==> src/rtl/twc_pkg.sv <==
package twc_pkg;

   // fixed field and register widths
   localparam int TALLY_BITS     = 21;
   localparam int THRESH_BITS    = 8;
   localparam int MARGIN_BITS    = 10;
   localparam int SIZE_BITS      = 11;
   localparam int CSR_DATA_BITS  = 11;
   localparam int CSR_INDEX_BITS = 3;

   localparam logic [TALLY_BITS-1:0] TALLY_MAX = {TALLY_BITS{1'b1}};

   // register indexes
   localparam logic [CSR_INDEX_BITS-1:0] CSR_DEPTH_THRESHOLD = 3'd0;
   localparam logic [CSR_INDEX_BITS-1:0] CSR_MARGIN_TOP      = 3'd1;
   localparam logic [CSR_INDEX_BITS-1:0] CSR_MARGIN_BOTTOM   = 3'd2;
   localparam logic [CSR_INDEX_BITS-1:0] CSR_MARGIN_LEFT     = 3'd3;
   localparam logic [CSR_INDEX_BITS-1:0] CSR_MARGIN_RIGHT    = 3'd4;
   localparam logic [CSR_INDEX_BITS-1:0] CSR_FRAME_WIDTH     = 3'd5;
   localparam logic [CSR_INDEX_BITS-1:0] CSR_FRAME_HEIGHT    = 3'd6;

   // register reset values
   localparam logic [THRESH_BITS-1:0] RST_DEPTH_THRESHOLD = 8'd20;
   localparam logic [MARGIN_BITS-1:0] RST_MARGIN_TOP      = 10'd30;
   localparam logic [MARGIN_BITS-1:0] RST_MARGIN_BOTTOM   = 10'd30;
   localparam logic [MARGIN_BITS-1:0] RST_MARGIN_LEFT     = 10'd30;
   localparam logic [MARGIN_BITS-1:0] RST_MARGIN_RIGHT    = 10'd100;
   localparam logic [SIZE_BITS-1:0]   RST_FRAME_WIDTH     = 11'd512;
   localparam logic [SIZE_BITS-1:0]   RST_FRAME_HEIGHT    = 11'd424;

   typedef struct packed {
      logic [THRESH_BITS-1:0] depth_threshold;
      logic [MARGIN_BITS-1:0] margin_top;
      logic [MARGIN_BITS-1:0] margin_bottom;
      logic [MARGIN_BITS-1:0] margin_left;
      logic [MARGIN_BITS-1:0] margin_right;
      logic [SIZE_BITS-1:0]   frame_width;
      logic [SIZE_BITS-1:0]   frame_height;
   } cfg_type;

   typedef enum logic [1:0] {
      ST_ACCUM,
      ST_DIVIDE,
      ST_HOLD
   } state_type;

   // controller to datapath commands
   typedef struct packed {
      logic accept;    // input beat taken this cycle
      logic div_load;  // snapshot sums into the divider, clear accumulators
      logic div_step;  // one quotient bit
      logic rsp_load;  // update held centroid and result registers
   } cmd_type;

endpackage

==> src/rtl/threshold_window_centroid.sv <==
// Channel  Direction  Beat contents
// req      in         tdata: depth_value, pixel_col, pixel_row; tlast: frame_last
// rsp      out        tdata: centroid_col, centroid_row, hit_count; tuser: found
// csr      in         csr_we, csr_index, csr_wdata; write only, no wait
//
// Within a frame one pixel is taken per cycle. The frame_last beat starts a
// restoring divider that shares one step per cycle between both axes:
// req_tready stays low while the divider runs, longer while a previous result
// is still held on rsp. A result waiting on rsp does not block pixels of the
// next frame. Reset is synchronous: registers take their defaults and the
// sums, tally and held centroid clear at once.
module threshold_window_centroid #(
   parameter int COORD_BITS = 10,
   parameter int PIXEL_BITS = 8
) (
   input  logic                                        clock,
   input  logic                                        reset,
   // depth_value, pixel_col, pixel_row from bit 0 up, zero padded
   input  logic [((PIXEL_BITS+2*COORD_BITS+7)/8)*8-1:0] req_tdata,
   input  logic                                        req_tvalid,
   input  logic                                        req_tlast,
   output logic                                        req_tready,
   // centroid_col, centroid_row, hit_count from bit 0 up, zero padded
   output logic [((2*COORD_BITS+twc_pkg::TALLY_BITS+7)/8)*8-1:0] rsp_tdata,
   // found
   output logic                                        rsp_tuser,
   output logic                                        rsp_tvalid,
   input  logic                                        rsp_tready,
   input  logic                                        csr_we,
   input  logic [twc_pkg::CSR_INDEX_BITS-1:0]          csr_index,
   input  logic [twc_pkg::CSR_DATA_BITS-1:0]           csr_wdata
);
   import twc_pkg::*;

   localparam int OUT_DATA_BITS = ((2*COORD_BITS + TALLY_BITS + 7) / 8) * 8;

   cfg_type               cfg;
   cmd_type               cmd;
   logic [COORD_BITS-1:0] centroid_col, centroid_row;
   logic [TALLY_BITS-1:0] hit_count;

   twc_csr u_csr (
      .clock     (clock),
      .reset     (reset),
      .csr_we    (csr_we),
      .csr_index (csr_index),
      .csr_wdata (csr_wdata),
      .cfg       (cfg)
   );

   twc_ctrl #(
      .COORD_BITS (COORD_BITS)
   ) u_ctrl (
      .clock      (clock),
      .reset      (reset),
      .req_tvalid (req_tvalid),
      .req_tlast  (req_tlast),
      .req_tready (req_tready),
      .rsp_tvalid (rsp_tvalid),
      .rsp_tready (rsp_tready),
      .cmd        (cmd)
   );

   twc_dpath #(
      .COORD_BITS (COORD_BITS),
      .PIXEL_BITS (PIXEL_BITS)
   ) u_dpath (
      .clock        (clock),
      .reset        (reset),
      .cmd          (cmd),
      .cfg          (cfg),
      .depth_value  (req_tdata[PIXEL_BITS-1:0]),
      .pixel_col    (req_tdata[PIXEL_BITS +: COORD_BITS]),
      .pixel_row    (req_tdata[PIXEL_BITS+COORD_BITS +: COORD_BITS]),
      .centroid_col (centroid_col),
      .centroid_row (centroid_row),
      .hit_count    (hit_count),
      .found        (rsp_tuser)
   );

   assign rsp_tdata = OUT_DATA_BITS'({hit_count, centroid_row, centroid_col});

endmodule

==> src/rtl/twc_csr.sv <==
module twc_csr (
   input  logic                                 clock,
   input  logic                                 reset,
   input  logic                                 csr_we,
   input  logic [twc_pkg::CSR_INDEX_BITS-1:0]   csr_index,
   input  logic [twc_pkg::CSR_DATA_BITS-1:0]    csr_wdata,
   output twc_pkg::cfg_type                     cfg
);
   import twc_pkg::*;

   cfg_type cfg_ff, cfg_in;

   // register write decode; unknown indexes are dropped
   always_comb begin
      cfg_in = cfg_ff;
      if (csr_we) begin
         case (csr_index)
            CSR_DEPTH_THRESHOLD: cfg_in.depth_threshold = csr_wdata[THRESH_BITS-1:0];
            CSR_MARGIN_TOP:      cfg_in.margin_top      = csr_wdata[MARGIN_BITS-1:0];
            CSR_MARGIN_BOTTOM:   cfg_in.margin_bottom   = csr_wdata[MARGIN_BITS-1:0];
            CSR_MARGIN_LEFT:     cfg_in.margin_left     = csr_wdata[MARGIN_BITS-1:0];
            CSR_MARGIN_RIGHT:    cfg_in.margin_right    = csr_wdata[MARGIN_BITS-1:0];
            CSR_FRAME_WIDTH:     cfg_in.frame_width     = csr_wdata[SIZE_BITS-1:0];
            CSR_FRAME_HEIGHT:    cfg_in.frame_height    = csr_wdata[SIZE_BITS-1:0];
            default: ;
         endcase
      end
   end

   always_ff @(posedge clock) begin
      if (reset) begin
         cfg_ff.depth_threshold <= RST_DEPTH_THRESHOLD;
         cfg_ff.margin_top      <= RST_MARGIN_TOP;
         cfg_ff.margin_bottom   <= RST_MARGIN_BOTTOM;
         cfg_ff.margin_left     <= RST_MARGIN_LEFT;
         cfg_ff.margin_right    <= RST_MARGIN_RIGHT;
         cfg_ff.frame_width     <= RST_FRAME_WIDTH;
         cfg_ff.frame_height    <= RST_FRAME_HEIGHT;
      end else begin
         cfg_ff <= cfg_in;
      end
   end

   assign cfg = cfg_ff;

endmodule

==> src/rtl/twc_ctrl.sv <==
module twc_ctrl #(
   parameter int COORD_BITS = 10
) (
   input  logic              clock,
   input  logic              reset,
   input  logic              req_tvalid,
   input  logic              req_tlast,
   output logic              req_tready,
   output logic              rsp_tvalid,
   input  logic              rsp_tready,
   output twc_pkg::cmd_type  cmd
);
   import twc_pkg::*;

   localparam int CNT_BITS = $clog2(COORD_BITS + 1);
   localparam logic [CNT_BITS-1:0] LAST_STEP = CNT_BITS'(COORD_BITS - 1);
   localparam logic [CNT_BITS-1:0] DONE_STEP = CNT_BITS'(COORD_BITS);

   state_type           state_ff, state_in;
   logic [CNT_BITS-1:0] step_cnt_ff, step_cnt_in;
   logic                rsp_valid_ff, rsp_valid_in;
   logic                out_free;

   assign out_free = !rsp_valid_ff || rsp_tready;

   // next state
   always_comb begin
      state_in = state_ff;
      case (state_ff)
         ST_ACCUM: begin
            if (req_tvalid && req_tlast) state_in = ST_DIVIDE;
         end
         ST_DIVIDE: begin
            if (step_cnt_ff == LAST_STEP) state_in = ST_HOLD;
         end
         ST_HOLD: begin
            if (out_free) state_in = ST_ACCUM;
         end
         default: state_in = ST_ACCUM;
      endcase
   end

   // outputs and commands
   always_comb begin
      req_tready   = 1'b0;
      cmd          = '0;
      case (state_ff)
         ST_ACCUM: begin
            req_tready   = 1'b1;
            cmd.accept   = req_tvalid;
            cmd.div_load = req_tvalid && req_tlast;
         end
         ST_DIVIDE: begin
            cmd.div_step = 1'b1;
         end
         ST_HOLD: begin
            cmd.rsp_load = out_free;
         end
         default: ;
      endcase
   end

   // step counter and result valid
   always_comb begin
      step_cnt_in = step_cnt_ff;
      if (cmd.div_load)      step_cnt_in = '0;
      else if (cmd.div_step) step_cnt_in = step_cnt_ff + 1'b1;
      rsp_valid_in = cmd.rsp_load || (rsp_valid_ff && !rsp_tready);
   end

   always_ff @(posedge clock) begin
      if (reset) begin
         state_ff     <= ST_ACCUM;
         step_cnt_ff  <= '0;
         rsp_valid_ff <= 1'b0;
      end else begin
         state_ff     <= state_in;
         step_cnt_ff  <= step_cnt_in;
         rsp_valid_ff <= rsp_valid_in;
      end
   end

   assign rsp_tvalid = rsp_valid_ff;

   // a pending result is never overwritten
   a_no_overwrite: assert property (@(posedge clock) disable iff (reset)
      cmd.rsp_load |-> (!rsp_valid_ff || rsp_tready))
      else $error("result register loaded while a beat is pending");

   // the last pixel of a frame starts the divider
   a_last_starts_div: assert property (@(posedge clock) disable iff (reset)
      (req_tvalid && req_tready && req_tlast) |=> (state_ff == ST_DIVIDE))
      else $error("frame end did not start the divider");

   // the result is only loaded after all quotient bits
   a_steps_done: assert property (@(posedge clock) disable iff (reset)
      (state_ff == ST_HOLD) |-> (step_cnt_ff == DONE_STEP))
      else $error("divider left before all steps");

endmodule

==> src/rtl/twc_dpath.sv <==
module twc_dpath #(
   parameter int COORD_BITS = 10,
   parameter int PIXEL_BITS = 8
) (
   input  logic                           clock,
   input  logic                           reset,
   input  twc_pkg::cmd_type               cmd,
   input  twc_pkg::cfg_type               cfg,
   input  logic [PIXEL_BITS-1:0]          depth_value,
   input  logic [COORD_BITS-1:0]          pixel_col,
   input  logic [COORD_BITS-1:0]          pixel_row,
   output logic [COORD_BITS-1:0]          centroid_col,
   output logic [COORD_BITS-1:0]          centroid_row,
   output logic [twc_pkg::TALLY_BITS-1:0] hit_count,
   output logic                           found
);
   import twc_pkg::*;

   localparam int SUM_BITS = COORD_BITS + TALLY_BITS;
   localparam int CMP_BITS = ((COORD_BITS > MARGIN_BITS) ? COORD_BITS : MARGIN_BITS) + 1;
   localparam int DEP_BITS = (PIXEL_BITS > THRESH_BITS) ? PIXEL_BITS : THRESH_BITS;

   logic [SUM_BITS-1:0]   col_sum_ff, col_sum_in, col_sum_next;
   logic [SUM_BITS-1:0]   row_sum_ff, row_sum_in, row_sum_next;
   logic [TALLY_BITS-1:0] tally_ff, tally_in, tally_next;

   logic [TALLY_BITS-1:0] div_ff, div_in;
   logic [TALLY_BITS-1:0] col_rem_ff, col_rem_in, row_rem_ff, row_rem_in;
   logic [COORD_BITS-1:0] col_q_ff, col_q_in, row_q_ff, row_q_in;

   logic [COORD_BITS-1:0] held_col_ff, held_col_in, held_row_ff, held_row_in;
   logic [TALLY_BITS-1:0] hit_ff, hit_in;
   logic                  found_ff, found_in;

   logic                  depth_ok, row_ok, col_ok, add_en;
   logic [TALLY_BITS:0]   col_trial, row_trial, div_ext, col_diff, row_diff;
   logic                  col_ge, row_ge;

   // window and threshold test, compared without wrap
   always_comb begin
      depth_ok = DEP_BITS'(depth_value) < DEP_BITS'(cfg.depth_threshold);
      row_ok   = (CMP_BITS'(pixel_row) > CMP_BITS'(cfg.margin_top))
              && ((CMP_BITS'(pixel_row) + CMP_BITS'(cfg.margin_bottom))
                  < CMP_BITS'(cfg.frame_height));
      col_ok   = (CMP_BITS'(pixel_col) > CMP_BITS'(cfg.margin_left))
              && ((CMP_BITS'(pixel_col) + CMP_BITS'(cfg.margin_right))
                  < CMP_BITS'(cfg.frame_width));
      add_en   = cmd.accept && depth_ok && row_ok && col_ok && (tally_ff != TALLY_MAX);
   end

   // running sums; cleared once the frame is handed to the divider
   always_comb begin
      col_sum_next = col_sum_ff;
      row_sum_next = row_sum_ff;
      tally_next   = tally_ff;
      if (add_en) begin
         col_sum_next = col_sum_ff + SUM_BITS'(pixel_col);
         row_sum_next = row_sum_ff + SUM_BITS'(pixel_row);
         tally_next   = tally_ff + 1'b1;
      end
      if (cmd.div_load) begin
         col_sum_in = '0;
         row_sum_in = '0;
         tally_in   = '0;
      end else begin
         col_sum_in = col_sum_next;
         row_sum_in = row_sum_next;
         tally_in   = tally_next;
      end
   end

   // restoring divider, one quotient bit per step for both axes; the
   // quotient fits in COORD_BITS so the upper dividend bits start as remainder
   always_comb begin
      div_ext   = {1'b0, div_ff};
      col_trial = {col_rem_ff, col_q_ff[COORD_BITS-1]};
      row_trial = {row_rem_ff, row_q_ff[COORD_BITS-1]};
      col_ge    = col_trial >= div_ext;
      row_ge    = row_trial >= div_ext;
      col_diff  = col_trial - div_ext;
      row_diff  = row_trial - div_ext;

      div_in     = div_ff;
      col_rem_in = col_rem_ff;
      row_rem_in = row_rem_ff;
      col_q_in   = col_q_ff;
      row_q_in   = row_q_ff;
      if (cmd.div_load) begin
         div_in     = tally_next;
         col_rem_in = col_sum_next[SUM_BITS-1:COORD_BITS];
         row_rem_in = row_sum_next[SUM_BITS-1:COORD_BITS];
         col_q_in   = col_sum_next[COORD_BITS-1:0];
         row_q_in   = row_sum_next[COORD_BITS-1:0];
      end else if (cmd.div_step) begin
         col_rem_in = col_ge ? col_diff[TALLY_BITS-1:0] : col_trial[TALLY_BITS-1:0];
         row_rem_in = row_ge ? row_diff[TALLY_BITS-1:0] : row_trial[TALLY_BITS-1:0];
         col_q_in   = {col_q_ff[COORD_BITS-2:0], col_ge};
         row_q_in   = {row_q_ff[COORD_BITS-2:0], row_ge};
      end
   end

   // result: an empty frame keeps the previous centroid
   always_comb begin
      held_col_in = held_col_ff;
      held_row_in = held_row_ff;
      hit_in      = hit_ff;
      found_in    = found_ff;
      if (cmd.rsp_load) begin
         hit_in   = div_ff;
         found_in = (div_ff != '0);
         if (div_ff != '0) begin
            held_col_in = col_q_ff;
            held_row_in = row_q_ff;
         end
      end
   end

   always_ff @(posedge clock) begin
      if (reset) begin
         col_sum_ff  <= '0;
         row_sum_ff  <= '0;
         tally_ff    <= '0;
         held_col_ff <= '0;
         held_row_ff <= '0;
      end else begin
         col_sum_ff  <= col_sum_in;
         row_sum_ff  <= row_sum_in;
         tally_ff    <= tally_in;
         held_col_ff <= held_col_in;
         held_row_ff <= held_row_in;
      end
   end

   // payload registers
   always_ff @(posedge clock) begin
      div_ff     <= div_in;
      col_rem_ff <= col_rem_in;
      row_rem_ff <= row_rem_in;
      col_q_ff   <= col_q_in;
      row_q_ff   <= row_q_in;
      hit_ff     <= hit_in;
      found_ff   <= found_in;
   end

   assign centroid_col = held_col_ff;
   assign centroid_row = held_row_ff;
   assign hit_count    = hit_ff;
   assign found        = found_ff;

endmodule
==> config.mk <==
export PLATFORM = sky130hd
export DESIGN_NAME = threshold_window_centroid
export DESIGN_NICKNAME = d
export VERILOG_FILES = /design/src/rtl/twc_pkg.sv /design/src/rtl/threshold_window_centroid.sv /design/src/rtl/twc_csr.sv /design/src/rtl/twc_ctrl.sv /design/src/rtl/twc_dpath.sv
export SDC_FILE = /design/constraint.sdc
export NUM_CORES = 1
export LEC_CHECK = 0
export BUFFER_PORTS_ARGS = -buffer_cell sky130_fd_sc_hd__buf_2
export CORE_UTILIZATION = 65
export DETAILED_ROUTE_END_ITERATION = 7
export PLACE_DENSITY = 0.95
export SYNTH_ARGS = -nofsm -noshare
export SYNTH_HDL_FRONTEND = slang
export SYNTH_SLANG_ARGS = --single-unit
==> constraint.sdc <==
create_clock -name clock -period 10.72 [get_ports clock]
set_input_delay 0.536 -clock clock [delete_from_list [all_inputs] [get_ports clock]]
set_output_delay 0.536 -clock clock [all_outputs]
set_load 0.02 [all_outputs]
==> results of run 1 <==
-- state kept, by name, summed over array words and instances (netlist names) --
register              cells
u_dpath.hit_count        21
u_ctrl.rsp_tvalid         1
u_dpath.found             1
u_dpath.centroid_col     10
u_dpath.col_rem_ff       21
u_csr.cfg                70
u_dpath.row_sum_ff       31
u_ctrl.state_ff           2
u_dpath.centroid_row     10
u_dpath.col_q_ff         10
u_dpath.div_ff           21
u_dpath.tally_ff         21
u_ctrl.step_cnt_ff        4
u_dpath.row_rem_ff       21
u_dpath.row_q_ff         10
u_dpath.col_sum_ff       31
-- layout make-up --
| type | instances | area [um^2] | share of cell area [%] |
|---|---|---|---|
| Multi-Input combinational cell | 1351 | 8740 | 48.7 |
| Sequential cell | 285 | 6760 | 37.7 |
| Clock buffer | 37 | 871 | 4.85 |
| Timing Repair Buffer | 102 | 538 | 3.00 |
| Inverter | 112 | 420 | 2.34 |
| Tap cell | 324 | 405 | 2.26 |
| Clock inverter | 19 | 215 | 1.20 |
-- final timing paths --
check / from / slack [ns] / to
min: csr_wdata[10] / 0.25 / u_csr.cfg[21]
max: u_csr.cfg[42] / 5.06 / u_dpath.row_rem_ff[14]
max reg2reg: u_csr.cfg[42] / 5.06 / u_dpath.row_rem_ff[14]
min reg2reg: u_csr.cfg[11] / 0.45 / u_csr.cfg[11]
-- worst max-delay path, cell delays in order (launching register included) --
cell and delay, ns:
sky130_fd_sc_hd__dfxtp_1 0.31, sky130_fd_sc_hd__ha_1 0.21, sky130_fd_sc_hd__fa_1 0.42, sky130_fd_sc_hd__a21oi_1 0.16, sky130_fd_sc_hd__nor2_1 0.05, sky130_fd_sc_hd__nor2_1 0.15, sky130_fd_sc_hd__o21bai_1 0.12, sky130_fd_sc_hd__a21oi_1 0.24
sky130_fd_sc_hd__o21bai_1 0.09, sky130_fd_sc_hd__a21oi_1 0.22, sky130_fd_sc_hd__o21ai_0 0.14, sky130_fd_sc_hd__ha_1 0.20, sky130_fd_sc_hd__nor3_1 0.27, sky130_fd_sc_hd__nand4_1 0.15, sky130_fd_sc_hd__a211oi_1 0.42, sky130_fd_sc_hd__nand3b_1 0.22
sky130_fd_sc_hd__or4b_1 1.00, sky130_fd_sc_hd__or4b_4 0.70, sky130_fd_sc_hd__xnor2_2 0.15, sky130_fd_sc_hd__nor2_1 0.10, sky130_fd_sc_hd__a31oi_1 0.05
-- routing by layer --
layer  global-route usage (%)  vias up  share of wire [%]
met2                     59.3      952                 48
met1                     40.0     6746                 36
met3                     6.52      286                9.8
met5                        0        -                  0
li1                         -     6521                  -
met4                     22.6        0                6.8
-- where the power goes --
group	internal (W)	switching, W	total [W]
clock	0.000674	0.000458	0.00113
sequential	0.00119	0.0000355	0.00123
combinational	0.000222	0.000359	0.000581
-- synthesized netlist by cell type (7+ instances only) --
cell type                    n
sky130_fd_sc_hd__a211o_1    10
sky130_fd_sc_hd__a211oi_1   23
sky130_fd_sc_hd__a21o_1     17
sky130_fd_sc_hd__a21oi_1   143
sky130_fd_sc_hd__a22oi_1     8
sky130_fd_sc_hd__a31oi_1    30
sky130_fd_sc_hd__and2_1      7
sky130_fd_sc_hd__and3_1     22
sky130_fd_sc_hd__buf_4       7
sky130_fd_sc_hd__clkbuf_1   58
sky130_fd_sc_hd__dfxtp_1   180
sky130_fd_sc_hd__edfxtp_1  105
sky130_fd_sc_hd__ha_1      132
sky130_fd_sc_hd__inv_1     112
sky130_fd_sc_hd__mux2i_1    29
sky130_fd_sc_hd__nand2_1   206
sky130_fd_sc_hd__nand2b_1   18
sky130_fd_sc_hd__nand3_1    63
sky130_fd_sc_hd__nand3b_1   22
sky130_fd_sc_hd__nand4_1    32
sky130_fd_sc_hd__nor2_1    178
sky130_fd_sc_hd__nor2b_1    56
sky130_fd_sc_hd__nor3_1     38
sky130_fd_sc_hd__nor4_1     10
sky130_fd_sc_hd__o211ai_1   14
sky130_fd_sc_hd__o21a_1     11
sky130_fd_sc_hd__o21ai_0    72
sky130_fd_sc_hd__o21bai_1   11
sky130_fd_sc_hd__xnor2_1    84
sky130_fd_sc_hd__xor2_1     35
-- logic make-up after synthesis --
kind of cell / after synthesis
compound gates: 378
other cells: 1
buf+inv: 184
mux: 29
simple gates: 679
fa+ha+maj: 138
xor+xnor: 120
flops: 285
-- stage by stage --
stage | worst slack (ns) | instances | hold slack (ns)
5_1_grt | 4.88 | 2230 | 0.264
4_1_cts | 5.21 | 2230 | 0.242
3_5_place_dp | 4.91 | 2174 | 0.438
6_report | 5.06 | 2230 | 0.249
3_3_place_gp | 5.03 | 2174 | 0.431
2_1_floorplan | 6.03 | 1820 | 0.426
==> metrics, run 1 <==
run status finished clean; largest net degree at the start of global routing 95; via count 14500; most frequent cells in the layout sky130_fd_sc_hd__nand2_1, sky130_fd_sc_hd__dfxtp_1, sky130_fd_sc_hd__nor2_1; via count of the first global-routing pass 14300; diodes inserted 0; fraction of the mapped netlist area in compound gates 14.4%; share of synthesized flip-flops with an asynchronous set or reset 0%; number of buffer cells added on primary ports 91; average wire length per cell after detail routing 20.1 um; hold bufs inserted after CTS 0; H-tree depth reported by CTS 1; data required time at the worst endpoint 10.99 ns; critical path launch point type flop; 1st-iter DRT viols 1689; fillcell total 1536; layout cells sized above 1 8.97%; final global-route overflow total 0; share of the synthesized netlist area taken by xor and xnor gates 6.55%; RSZ-0062 raised after global routing false; headroom to the max-slew limit 26.5%; clock slew seen by the registers of the worst setup and hold paths 0.06 ns; final setup TNS 0 ns; count of yosys warnings during synthesis 0; Yosys top cell area share 22.3%; TritonRoute pass-1 iters 6; number of vias per cell 6.50; overall routed net length 44900 um; Power Density 164 mW/mm^2; combinational family with the most area after synthesis simple AND/OR/NAND/NOR gates; RD Place Congestion 0.947; highest clock rate 177 MHz; signal arrival time at the worst endpoint 5.94 ns; area of the placeable core 0.0244 mm^2; Hold Path Class in -> reg; Post-Synth Adder-Cell Area 11.0%; initial core utilization 66.3%; wire length of the first global-routing pass 71400 um; CTS tree built; IR Drop Worst-Case VDD 0.143 mV; worst reg-to-reg path cell count 20; post_cts resized 0; cell count after synthesis 1814; part of the Yosys area used for sequential elements 41.8%; Main synth FF type sky130_fd_sc_hd__dfxtp_1; CTS buffer count 30; overall routing resource usage 34.7%; placed instance area 0.0169 mm^2; total die area 0.0255 mm^2; total clock sinks 285; die span in y 160 um; number of cells on the worst hold path 3; CTS max path bufs 3; kind of end point of the critical path flop; mean instance size in the synthesized netlist 8.91 um^2; Worst Path Class, Setup reg -> reg; total power 0.00294 W; measured slew at the worst slew-check pin 1.10 ns; largest fanout of any net on the critical path 15; top-level I/O count 103; antenna violations before repair 0; Hold Violations, Final 0; summed instance area of the synthesized netlist 0.0162 mm^2; x dimension of the die 160 um; buffers inserted during post-CTS setup optimization 0; multiplexer area fraction after synthesis 1.79%; net total in the final layout 2072; number of cell rows 57; fin area 0.0179 mm^2; final antenna-violating net count 0; DRC viols 0; Unique masters post-synth 68; reported max-cap violation count 0; leakage power of the design 7.33 nW; cell at the root of the clock tree sky130_fd_sc_hd__clkbuf_16; most frequent standard cell in the layout excluding fill and tap cells sky130_fd_sc_hd__nand2_1; clock tree skew after final layout 0.0156 ns; cells taking the most area after synthesis sky130_fd_sc_hd__dfxtp_1, sky130_fd_sc_hd__edfxtp_1, sky130_fd_sc_hd__ha_1; count of flip-flops with a built-in enable after synthesis 105; final critical-path required period 5.66 ns; synth-to-layout area growth 11.0%; source-to-sink clock delay at the later pin of the worst-skew pair 0.57 ns; Simple-Gate Fraction of Synth Area 20.0%; fin crit share 52.8%; endpoints failing setup 0; dominant cell type by area after synthesis sky130_fd_sc_hd__dfxtp_1; max-slew violation count 0; flops & latches, synth 285; final design utilization 73.6%; detailed placement HPWL 29200 um
Power figures use the tool's default switching activity.
==> inputs of run 2 (changes only) <==
--- a/config.mk
+++ b/config.mk
@@ -6,9 +6,9 @@
 export NUM_CORES = 1
 export LEC_CHECK = 0
 export BUFFER_PORTS_ARGS = -buffer_cell sky130_fd_sc_hd__buf_2
-export CORE_UTILIZATION = 65
+export CORE_UTILIZATION = 56
 export DETAILED_ROUTE_END_ITERATION = 7
-export PLACE_DENSITY = 0.95
+export PLACE_DENSITY = 0.88
 export SYNTH_ARGS = -nofsm -noshare
 export SYNTH_HDL_FRONTEND = slang
 export SYNTH_SLANG_ARGS = --single-unit
==> constraint.sdc (replaced) <==
create_clock -name clock -period 5 [get_ports clock]
set_input_delay 0.25 -clock clock [delete_from_list [all_inputs] [get_ports clock]]
set_output_delay 0.25 -clock clock [all_outputs]
set_load 0.02 [all_outputs]
==> metrics, run 2 (synthesis gave the netlist of run 1 again) <==
total die area 0.0296 mm^2; CTS max path bufs 3; initial core utilization 57.6%; area of the placeable core 0.0281 mm^2; H-tree depth reported by CTS 1; DRC viols 0; final antenna-violating net count 0; CTS tree built; RD Place Congestion 0.961; overall routing resource usage 27.8%; total clock sinks 285; source-to-sink clock delay at the later pin of the worst-skew pair 0.56 ns; signal arrival time at the worst endpoint 5.08 ns; x dimension of the die 172 um; CTS buffer count 30; net switching share of the total power 28.5%; max-slew violation count 0; number of buffer cells added on primary ports 91; number of placed instances with taps included 2238; run status finished clean; switching power total 0.00176 W; cell at the root of the clock tree sky130_fd_sc_hd__clkbuf_16; cell-internal power 0.00442 W; portion of total power attributed to the clock network 37.4%; headroom to the max-slew limit 21.9%; Gate power share 20.0%; top-level I/O count 103; detailed placement HPWL 29400 um; TritonRoute pass-1 iters 8; via count of the first global-routing pass 13400; die span in y 172 um; final global-route overflow total 0; average wire length per cell after detail routing 18.1 um; max reg flops 70; final critical-path required period 4.82 ns; measured slew at the worst slew-check pin 1.17 ns; largest net degree at the start of global routing 94; overall routed net length 41700 um; largest fanout of any net on the critical path 11; clock tree skew after final layout 0.0100 ns; endpoints failing setup 0; clock slew seen by the registers of the worst setup and hold paths 0.06 ns; number of cell rows 61; kind of end point of the critical path flop; power share of the sequential group 42.5%; Power Density 340 mW/mm^2; pre-CTS worst setup slack -0.0778 ns; most frequent standard cell in the layout excluding fill and tap cells sky130_fd_sc_hd__nand2_1; leakage power of the design 7.38 nW; 1st-iter DRT viols 1104; layout cells sized above 1 10.3%; Hold Path Class in -> reg; reported max-cap violation count 0; final setup TNS 0 ns; wire length of the first global-routing pass 65500 um; most frequent cells in the layout sky130_fd_sc_hd__nand2_1, sky130_fd_sc_hd__dfxtp_1, sky130_fd_sc_hd__nor2_1; IR Drop Worst-Case VDD 0.239 mV; synth-to-layout area growth 12.2%; highest clock rate 207 MHz; Worst Path Class, Setup reg -> reg; fin crit share 96.5%; Worst Setup Slack, final 0.175 ns; Hold Violations, Final 0; antenna violations before repair 1; number of vias per cell 6.03; non-filler instance count after layout 2299; data required time at the worst endpoint 5.25 ns; critical path launch point type flop; via count 13900; worst hold slack across all endpoints 0.0232 ns; net total in the final layout 2086
[run 2: cell types whose count changed in the layout (fill, tap and decap cells not counted), moves of 5 or more]
cell	before	now
sky130_fd_sc_hd__buf_4	11	20
sky130_fd_sc_hd__a21oi_1	143	135
sky130_fd_sc_hd__a21oi_2	0	8
sky130_fd_sc_hd__clkbuf_1	1	6
[run 2: final cells by class]
cell class,instances,area [um^2]
fillers,2171,9930
flip-flops and latches,285,6760
well taps,378,473
inverters,112,420
multi-input cells,1351,8810
clock buffers,43,881
repair buffers,116,658
clock inverters,13,149
diodes,1,2.50
[run 2: worst paths after layout]
| path | slack (ns) | cells after the start | startpoint | endpoint |
|---|---|---|---|---|
| max | 0.18 | 21 | u_csr.cfg[42] | u_dpath.col_rem_ff[4] |
| min | 0.02 | 3 | csr_wdata[8] | u_csr.cfg[30] |
| max reg2reg | 0.18 | 21 | u_csr.cfg[42] | u_dpath.col_rem_ff[4] |
| min reg2reg | 0.45 | 0 | u_dpath.div_ff[12] | u_dpath.hit_count[12] |
[run 2: worst max-delay path: stages (launching register included)]
cell and delay (ns):
sky130_fd_sc_hd__dfxtp_1 0.31, sky130_fd_sc_hd__ha_1 0.20, sky130_fd_sc_hd__fa_2 0.37, sky130_fd_sc_hd__a21oi_2 0.14, sky130_fd_sc_hd__nor2_1 0.05, sky130_fd_sc_hd__nor2_2 0.11
sky130_fd_sc_hd__o21bai_1 0.09, sky130_fd_sc_hd__a21oi_2 0.21, sky130_fd_sc_hd__o21bai_1 0.11, sky130_fd_sc_hd__a21oi_2 0.18, sky130_fd_sc_hd__o21ai_0 0.12, sky130_fd_sc_hd__ha_1 0.31
sky130_fd_sc_hd__a22oi_2 0.14, sky130_fd_sc_hd__nand4_1 0.13, sky130_fd_sc_hd__a211oi_2 0.33, sky130_fd_sc_hd__nand3b_1 0.16, sky130_fd_sc_hd__or4b_4 0.58, sky130_fd_sc_hd__buf_4 0.23
sky130_fd_sc_hd__nor2_2 0.19, sky130_fd_sc_hd__nand3_1 0.15, sky130_fd_sc_hd__xor2_1 0.26, sky130_fd_sc_hd__a21oi_1 0.14
[run 2: power groups by stage]
| stage | Combinational [W] | Clock [W] | Sequential [W] |
|---|---|---|---|
| floorplan | 0.000903 | 0 | 0.00265 |
| global placement | 0.00112 | 0 | 0.00267 |
| detailed placement | 0.00117 | 0 | 0.00267 |
| CTS | 0.00120 | 0.00234 | 0.00262 |
| global route | 0.00136 | 0.00241 | 0.00264 |
| finish | 0.00124 | 0.00231 | 0.00263 |
[run 2: routing by layer]
metal,up-vias,global-route usage (%),part of all wire (%)
met5,-,0,0
li1,6576,-,-
met2,562,48.2,49
met4,0,13.5,4.4
met1,6585,34.0,40
met3,147,3.85,6.9
[run 2: timing repair]
action                                  CTS  global route
hold buffers                              3             0
pin swaps                                 0             4
endpoints found under the hold margin     6             0
setup buffers                             0             1
endpoints found under the setup margin    4           105
resized for setup                         2            22
[run 2: metrics by stage]
stage               area, um^2  total power, W  util [%]
finish                   18200         0.00618      64.6
global route             18100         0.00640      64.6
CTS                      18100         0.00616      64.3
detailed placement       17000         0.00385      60.5
global placement         17000         0.00379      60.5
floorplan                16200         0.00355         -
